$ cat config.mk
export PLATFORM = sky130hd
export DESIGN_NAME = nmea_rmc_time_extractor_unit
export DESIGN_NICKNAME = d
export VERILOG_FILES = /design/src/sv/nrte_pkg.sv /design/src/sv/nrte_apb_regs.sv /design/src/sv/nrte_parser.sv /design/src/sv/nmea_rmc_time_extractor_unit.sv
export SDC_FILE = /design/constraint.sdc
export NUM_CORES = 1
export LEC_CHECK = 0
export BUFFER_PORTS_ARGS = -buffer_cell sky130_fd_sc_hd__buf_4
export CAP_MARGIN = 20
export CORE_UTILIZATION = 55
export DETAILED_ROUTE_END_ITERATION = 10
export MAX_ROUTING_LAYER = met4
export PLACE_DENSITY = 0.79
export RECOVER_POWER = 25
export SETUP_SLACK_MARGIN = 0.02
export SYNTH_ARGS = -nofsm -noshare
export SYNTH_HDL_FRONTEND = slang
export SYNTH_SLANG_ARGS = --single-unit
$ cat constraint.sdc
create_clock -name i_clk -period 14 [get_ports i_clk]
set_input_delay 2.8 -clock i_clk [delete_from_list [all_inputs] [get_ports i_clk]]
set_output_delay 2.8 -clock i_clk [all_outputs]
set_load 0.02 [all_outputs]
$ cat src/sv/nrte_pkg.sv
// ----------------------------------------------------------------------------
// nrte_pkg
// Shared types, character codes and helper functions of the RMC time
// extractor.
// ----------------------------------------------------------------------------
package nrte_pkg;

    localparam int BYTE_W    = 8;
    localparam int HOUR_W    = 5;
    localparam int TIME_W    = 7;
    localparam int DIGIT_W   = 4;
    localparam int N_DIGITS  = 6;
    localparam int HDR_LEN   = 5;
    localparam int APB_AW    = 2;
    localparam int APB_DW    = 32;

    localparam logic [BYTE_W-1:0] CH_DOLLAR = 8'h24;
    localparam logic [BYTE_W-1:0] CH_STAR   = 8'h2A;
    localparam logic [BYTE_W-1:0] CH_COMMA  = 8'h2C;
    localparam logic [BYTE_W-1:0] CH_UPPER_A = 8'h41;
    localparam logic [BYTE_W-1:0] CH_ZERO   = 8'h30;

    localparam logic [HOUR_W-1:0] HOUR_OFFSET_RST  = 5'd8;
    localparam logic [APB_AW-1:0] ADDR_HOUR_OFFSET = 2'd0;

    typedef enum logic [2:0] {
        PH_IDLE,
        PH_HEADER,
        PH_BODY,
        PH_CK1,
        PH_CK2
    } t_phase;

    typedef enum logic [1:0] {
        VD_ACCEPTED   = 2'd0,
        VD_NOT_ACTIVE = 2'd1,
        VD_MISMATCH   = 2'd2
    } t_verdict;

    typedef struct packed {
        logic              valid;
        t_verdict          verdict;
        logic [HOUR_W-1:0] local_hour;
        logic [TIME_W-1:0] minute_value;
        logic [TIME_W-1:0] second_value;
    } t_result;

    // Expected header character after the dollar sign.
    function automatic logic [BYTE_W-1:0] hdr_char(input logic [2:0] pos);
        logic [BYTE_W-1:0] c;
        case (pos)
            3'd0:    c = 8'h47; // G
            3'd1:    c = 8'h50; // P
            3'd2:    c = 8'h52; // R
            3'd3:    c = 8'h4D; // M
            3'd4:    c = 8'h43; // C
            default: c = 8'h00;
        endcase
        return c;
    endfunction

    function automatic logic is_space(input logic [BYTE_W-1:0] c);
        return c inside {8'h20, 8'h09, 8'h0A, 8'h0B, 8'h0C, 8'h0D};
    endfunction

    // Returns {ok, nibble}; ok is low for a non-hex character.
    function automatic logic [DIGIT_W:0] hex_decode(input logic [BYTE_W-1:0] c);
        logic [DIGIT_W:0] r;
        if (c inside {[8'h30:8'h39]}) begin
            r = {1'b1, c[3:0]};
        end else if (c inside {[8'h41:8'h46], [8'h61:8'h66]}) begin
            r = {1'b1, 4'(c[3:0] + 4'd9)};
        end else begin
            r = '0;
        end
        return r;
    endfunction

    function automatic logic [BYTE_W-1:0] times_ten(input logic [DIGIT_W-1:0] d);
        return {1'b0, d, 3'b000} + {3'b000, d, 1'b0};
    endfunction

    // Restoring reduction; the input never exceeds 196.
    function automatic logic [HOUR_W-1:0] mod24(input logic [BYTE_W-1:0] x);
        logic [BYTE_W-1:0] v;
        v = x;
        if (v >= 8'd192) v = v - 8'd192;
        if (v >= 8'd96)  v = v - 8'd96;
        if (v >= 8'd48)  v = v - 8'd48;
        if (v >= 8'd24)  v = v - 8'd24;
        return v[HOUR_W-1:0];
    endfunction

endpackage

$ cat src/sv/nrte_apb_regs.sv
// ----------------------------------------------------------------------------
// nrte_apb_regs
// APB register file holding the hour offset.
// ----------------------------------------------------------------------------
module nrte_apb_regs (
    input  logic                        i_clk,
    input  logic                        i_rst_n,
    input  logic                        psel,
    input  logic                        penable,
    input  logic                        pwrite,
    input  logic [nrte_pkg::APB_AW-1:0] paddr,
    input  logic [nrte_pkg::APB_DW-1:0] pwdata,
    output logic [nrte_pkg::APB_DW-1:0] prdata,
    output logic                        pready,
    output logic [nrte_pkg::HOUR_W-1:0] o_hour_offset
);
    import nrte_pkg::*;

    logic [HOUR_W-1:0] r_hour_offset;
    logic              wr_hit;

    assign wr_hit = psel && penable && pwrite && (paddr == ADDR_HOUR_OFFSET);

    always_ff @(posedge i_clk) begin
        if (!i_rst_n) begin
            r_hour_offset <= HOUR_OFFSET_RST;
        end else if (wr_hit) begin
            r_hour_offset <= pwdata[HOUR_W-1:0];
        end
    end

    always_comb begin
        prdata = '0;
        if (paddr == ADDR_HOUR_OFFSET) begin
            prdata = {{(APB_DW-HOUR_W){1'b0}}, r_hour_offset};
        end
    end

    assign pready        = 1'b1;
    assign o_hour_offset = r_hour_offset;

endmodule

$ cat src/sv/nrte_parser.sv
// ----------------------------------------------------------------------------
// nrte_parser
// Sentence state machine: header match, parity, field tracking, checksum.
// ----------------------------------------------------------------------------
module nrte_parser (
    input  logic                        i_clk,
    input  logic                        i_rst_n,
    input  logic                        i_step,
    input  logic [nrte_pkg::BYTE_W-1:0] i_byte,
    input  logic [nrte_pkg::HOUR_W-1:0] i_hour_offset,
    output nrte_pkg::t_result           o_result
);
    import nrte_pkg::*;

    t_phase                    r_phase,  n_phase;
    logic [2:0]                r_hdr_pos, n_hdr_pos;
    logic [3:0]                r_field,  n_field;
    logic [2:0]                r_char,   n_char;
    logic [BYTE_W-1:0]         r_parity, n_parity;
    logic [DIGIT_W-1:0]        r_digits [N_DIGITS];
    logic [DIGIT_W-1:0]        n_digits [N_DIGITS];
    logic                      r_active, n_active;
    logic [DIGIT_W-1:0]        r_ck_hi,  n_ck_hi;

    logic [DIGIT_W:0]          hex;
    logic [BYTE_W-1:0]         check;
    logic [BYTE_W-1:0]         hour_sum;

    assign hex      = hex_decode(i_byte);
    assign check    = {r_ck_hi, hex[DIGIT_W-1:0]};
    assign hour_sum = times_ten(r_digits[0]) + {4'b0000, r_digits[1]}
                    + {3'b000, i_hour_offset};

    always_ff @(posedge i_clk) begin
        if (!i_rst_n) begin
            r_phase   <= PH_IDLE;
            r_hdr_pos <= '0;
            r_field   <= '0;
            r_char    <= '0;
            r_parity  <= '0;
            r_active  <= 1'b0;
            r_ck_hi   <= '0;
            for (int i = 0; i < N_DIGITS; i++) r_digits[i] <= '0;
        end else begin
            r_phase   <= n_phase;
            r_hdr_pos <= n_hdr_pos;
            r_field   <= n_field;
            r_char    <= n_char;
            r_parity  <= n_parity;
            r_active  <= n_active;
            r_ck_hi   <= n_ck_hi;
            r_digits  <= n_digits;
        end
    end

    always_comb begin
        n_phase   = r_phase;
        n_hdr_pos = r_hdr_pos;
        n_field   = r_field;
        n_char    = r_char;
        n_parity  = r_parity;
        n_active  = r_active;
        n_ck_hi   = r_ck_hi;
        n_digits  = r_digits;

        o_result              = '0;
        o_result.verdict      = VD_ACCEPTED;
        o_result.local_hour   = mod24(hour_sum);
        o_result.minute_value = TIME_W'(times_ten(r_digits[2]) + {4'b0000, r_digits[3]});
        o_result.second_value = TIME_W'(times_ten(r_digits[4]) + {4'b0000, r_digits[5]});

        if (i_step) begin
            if (i_byte == CH_DOLLAR) begin
                // restart the sentence
                n_phase   = PH_HEADER;
                n_hdr_pos = '0;
                n_field   = '0;
                n_char    = '0;
                n_parity  = '0;
                n_active  = 1'b0;
                for (int i = 0; i < N_DIGITS; i++) n_digits[i] = '0;
            end else if (is_space(i_byte)) begin
                n_phase = PH_IDLE;
            end else begin
                case (r_phase)
                    PH_HEADER: begin
                        if (r_hdr_pos < 3'(HDR_LEN) && i_byte == hdr_char(r_hdr_pos)) begin
                            n_parity  = r_parity ^ i_byte;
                            n_hdr_pos = r_hdr_pos + 3'd1;
                            if (r_hdr_pos == 3'(HDR_LEN - 1)) n_phase = PH_BODY;
                        end else begin
                            n_phase = PH_IDLE;
                        end
                    end
                    PH_BODY: begin
                        if (i_byte == CH_STAR) begin
                            n_phase = PH_CK1;
                        end else begin
                            n_parity = r_parity ^ i_byte;
                            if (i_byte == CH_COMMA) begin
                                if (r_field != 4'hF) n_field = r_field + 4'd1;
                                n_char = '0;
                            end else begin
                                if (r_field == 4'd1 && r_char < 3'(N_DIGITS)) begin
                                    n_digits[r_char] = DIGIT_W'(i_byte - CH_ZERO);
                                end
                                if (r_field == 4'd2 && r_char == 3'd0) begin
                                    n_active = (i_byte == CH_UPPER_A);
                                end
                                if (r_char != 3'd7) n_char = r_char + 3'd1;
                            end
                        end
                    end
                    PH_CK1: begin
                        if (hex[DIGIT_W]) begin
                            n_ck_hi = hex[DIGIT_W-1:0];
                            n_phase = PH_CK2;
                        end else begin
                            n_phase = PH_IDLE;
                        end
                    end
                    PH_CK2: begin
                        n_phase = PH_IDLE;
                        if (hex[DIGIT_W]) begin
                            o_result.valid = 1'b1;
                            if (!r_active) begin
                                o_result.verdict = VD_NOT_ACTIVE;
                            end else if (check != r_parity) begin
                                o_result.verdict = VD_MISMATCH;
                            end else begin
                                o_result.verdict = VD_ACCEPTED;
                            end
                        end
                    end
                    default: begin
                        n_phase = PH_IDLE;
                    end
                endcase
            end
        end
    end

endmodule

$ cat src/sv/nmea_rmc_time_extractor_unit.sv
// ----------------------------------------------------------------------------
// nmea_rmc_time_extractor_unit
// Parses RMC sentences byte by byte and reports local time with a verdict.
// ----------------------------------------------------------------------------
// Path: a word passes the input register, then the result register.
// Throughput: 1 word per cycle unless a blocked result stalls the input;
//   the parser state loop updates once a cycle.
// Reset: synchronous, active low; parser returns to idle, output empties,
//   hour offset returns to 8.
module nmea_rmc_time_extractor_unit (
    input  logic                        i_clk,
    input  logic                        i_rst_n,
    // input word channel
    input  logic                        i_in_valid,
    output logic                        o_in_stall,
    input  logic [nrte_pkg::BYTE_W-1:0] i_text_byte,
    // result channel
    output logic                        o_out_valid,
    input  logic                        i_out_stall,
    output logic [1:0]                  o_verdict,
    output logic [nrte_pkg::HOUR_W-1:0] o_local_hour,
    output logic [nrte_pkg::TIME_W-1:0] o_minute_value,
    output logic [nrte_pkg::TIME_W-1:0] o_second_value,
    // configuration
    input  logic                        psel,
    input  logic                        penable,
    input  logic                        pwrite,
    input  logic [nrte_pkg::APB_AW-1:0] paddr,
    input  logic [nrte_pkg::APB_DW-1:0] pwdata,
    output logic [nrte_pkg::APB_DW-1:0] prdata,
    output logic                        pready
);
    import nrte_pkg::*;

    logic              r_in_valid;
    logic [BYTE_W-1:0] r_in_byte;
    logic              r_out_valid;
    t_result           r_out;
    t_result           result;
    logic              advance;
    logic              in_take;
    logic [HOUR_W-1:0] hour_offset;

    // The pipeline moves whenever the result register is empty or being read.
    assign advance    = !r_out_valid || !i_out_stall;
    // Hold the upstream side only while a word waits behind a blocked result.
    assign o_in_stall = r_in_valid && !advance;
    assign in_take    = i_in_valid && !o_in_stall;

    // Input register: capture each word, drop it once the parser has used it.
    always_ff @(posedge i_clk) begin
        if (!i_rst_n) begin
            r_in_valid <= 1'b0;
        end else if (in_take) begin
            r_in_valid <= 1'b1;
        end else if (advance) begin
            r_in_valid <= 1'b0;
        end
    end

    always_ff @(posedge i_clk) begin
        if (in_take) begin
            r_in_byte <= i_text_byte;
        end
    end

    nrte_apb_regs u_regs (
        .i_clk         (i_clk),
        .i_rst_n       (i_rst_n),
        .psel          (psel),
        .penable       (penable),
        .pwrite        (pwrite),
        .paddr         (paddr),
        .pwdata        (pwdata),
        .prdata        (prdata),
        .pready        (pready),
        .o_hour_offset (hour_offset)
    );

    // Parser consumes the registered word only when the result side can move,
    // so a result it produces always finds room.
    nrte_parser u_parser (
        .i_clk         (i_clk),
        .i_rst_n       (i_rst_n),
        .i_step        (r_in_valid && advance),
        .i_byte        (r_in_byte),
        .i_hour_offset (hour_offset),
        .o_result      (result)
    );

    // Result register: load a fresh result or empty once the old one is taken.
    always_ff @(posedge i_clk) begin
        if (!i_rst_n) begin
            r_out_valid <= 1'b0;
        end else if (advance) begin
            r_out_valid <= result.valid;
        end
    end

    always_ff @(posedge i_clk) begin
        if (advance && result.valid) begin
            r_out <= result;
        end
    end

    assign o_out_valid    = r_out_valid;
    assign o_verdict      = r_out.verdict;
    assign o_local_hour   = r_out.local_hour;
    assign o_minute_value = r_out.minute_value;
    assign o_second_value = r_out.second_value;

endmodule

==> out/metrics.csv <==
stage,metric,value,unit
cts,post-cts-setup-buffers,0,
grt,grt_pass1_wl,19060,um
layout,nets,739,
cts,root_buffer,clkbuf_8,
cts,clock_latency,0.36,ns
layout,fillers,851,
floorplanning,io_pins,105,
synth,avgSynthCellArea,9.087,um^2
synth,postSynthCellCount,602,
pwr,powerDensity,80.64,nW/um^2
layout,layout_common_cells,"dfxtp_1, a21oi_1, nand2_1",
timing,setup-tns-final,0,ns
timing,slew_violations,38,
setup_path,cp_max_fo,5,
placement,pre_cts_ws,7.784,ns
timing,worst_slack,7.797,ns
timing,slew-limit-headroom,-15.75,%
synth,ys_warn_count,0,
timing,finalCriticalPeriod,6.203,ns
timing,worstMarginPinSlew,1.736,ns
routing,drt_wl_total,11550,um
floorplanning,start_util,56.49,%
cts,cts_buffers,9,
cts,htree_levels,3,
timing,hold_viol,0,
synth,yosys.cell_types.count,64,
layout,drive_gt1_share,11.02,%
routing,firstDrtPassIters,4,
cts,hold_buffers,0,
timing,rsz0062_at_grt,false,
routing,drtAntennaViolNets,0,
floorplanning,die_area,10350,um^2
grt,grt-ovfl-total,0,
layout,area_delta_synth_final,9.927,%
timing,whs,0.4399,ns
placement,port_buffers,49,
routing,route.detailed.drc,0,
synth,ys_seq_elements,86,
synth,syn_area,5470,um^2
floorplanning,core_area,9684,um^2
layout,multi_input_area,3166,um^2
floorplanning,die_w,101.7,um
synth,synth_enable_flop_cells,29,
layout,seq_area,2012,um^2
layout,postLayoutCellArea,6013,um^2
synth,ys_seq_area_share,36.78,%
routing,routedWlPerCell,14.86,um
run,cap_violations,1,
cts,cts_tree,done,
cts,ctsLongestPathBuffers,2,
timing,fin_skew,0.009113,ns
setup_path,cp.arrival,3.40,ns
pwr,peakVddDrop,56.97,uV
layout,antenna_cells,0,
cts,postCtsResizedCells,0,
grt,grt_usage,24.27,%
cts,path_clk_slew,0.09,ns
grt,grt_max_degree,38,
routing,drt_iter0_drc,317,
floorplanning,die_height,101.7,um
setup_path,end_kind,output port,
placement,gp_congestion,0.9275,
placement,dpl_cell_area,5813,um^2
setup_path,criticalPathCategory,primary input to output port,
routing,vias,4485,
worst_hold_path,hold_path_class,register to register,
timing,setup_viol,0,
timing,fmax,0.1612,GHz
cts,clkSinkCount,86,
synth,async_flop_share,0,%
grt,antenna_found_initial,0,
layout,final_common_cell,dfxtp_1,
setup_path,required,11.20,ns
synth,ys.flop_type,dfxtp_1,
placement,place_hpwl,8571,um
outcome,outcome,"complete, but fails checks",
floorplanning,std_cell_rows,36,
timing,finalCritPeriodShare,44.30,%
pwr,p_leak,2.472,nW
setup_path,start_kind,primary input,
grt,grt_pass1_vias,4200,
layout,utilization,62.09,%
routing,via_per_inst,5.772,
outcome,violations,"max-capacitance violations, max-slew violations",
==> area by class of cell <==
type | count | share of cell area (%)
clock buffer | 9 | 2.060
clock inverter | 7 | 1.457
inverter | 23 | 1.436
multi-input combinational | 468 | 52.64
sequential | 86 | 33.46
tap | 133 | 2.767
timing repair buffer | 51 | 6.180
==> synthesized netlist by cell type, types with 8 or more instances <==
library cell  count  share of area, %
edfxtp_1         29                16
a211oi_1         11               1.5
nand3_1          37               3.4
dfxtp_1          57                21
fa_1             10               3.7
inv_1            22               1.5
nor2_1           38               2.6
nand2_1          47               3.2
clkbuf_1         18               1.2
mux2i_1          12               2.2
xnor2_1          14               2.2
nor3_1           12               1.1
a21o_1            8               1.1
o21ai_0          28               2.6
buf_4            29               4.0
ha_1             41               9.4
nand2b_1         10               1.1
nand4_1           9               1.0
a21oi_1          48               4.4
==> layer usage <==
layer	up-vias	GRT usage [%]	part of all wire [%]
met3	17	4.072	4.7
met5	-	-	0
met1	2134	28.29	42
met2	117	42.98	52
met4	0	6.466	1.5
li1	2217	-	-
==> critical path: stages <==
cell,delay [ns]
buf_4,0.11
nor2_1,0.19
and2_1,0.17
buf_4,0.14
==> sequential cells by signal, indices dropped and copies added, names as in the netlist, 5 cells and up <==
| register | count |
|---|---|
| o_minute_value | 7 |
| u_parser.r_digits | 24 |
| r_in_byte | 8 |
| u_parser.r_parity | 8 |
| u_regs.o_hour_offset | 5 |
| o_local_hour | 5 |
| o_second_value | 7 |
==> stage by stage <==
stage                     instances  power [mW]
after floorplan                 628      0.2990
after global placement          761      0.3038
after detailed placement        761      0.3046
after CTS                       777      0.4895
after global routing            777      0.5016
final                           777      0.4849
==> path summary, 6_finish.rpt <==
| path | startpoint | slack [ns] | depth (start not counted) | end |
|---|---|---|---|---|
| max | paddr[0] | 7.80 | 4 | prdata[0] |
| min | u_parser.r_digits[0] | 0.44 | 0 | o_second_value[0] |
| max reg2reg | u_parser.r_digits[20] | 8.12 | 19 | o_local_hour[3] |
| min reg2reg | u_parser.r_digits[0] | 0.44 | 0 | o_second_value[0] |
==> power breakdown <==
group / internal, mW / switching (mW)
clock: 0.0867 / 0.0991
combinational: 0.0104 / 0.0232
sequential: 0.259 / 0.00650
==> cell families (layout without fill, tap and decap cells) <==
logic type	Yosys count	count (layout)	synth area share [%]
AO/OA/AOI/OAI	140	140	16.67
XOR/XNOR	20	20	3.202
adder cells (fa/ha/maj)	51	51	13.04
multiplexers	12	12	2.196
buffers and inverters	74	90	7.136
other	2	28	0.1373
flip-flops	86	86	36.78
AND/OR/NAND/NOR	217	217	20.84
(Power assumes the default switching activity.)
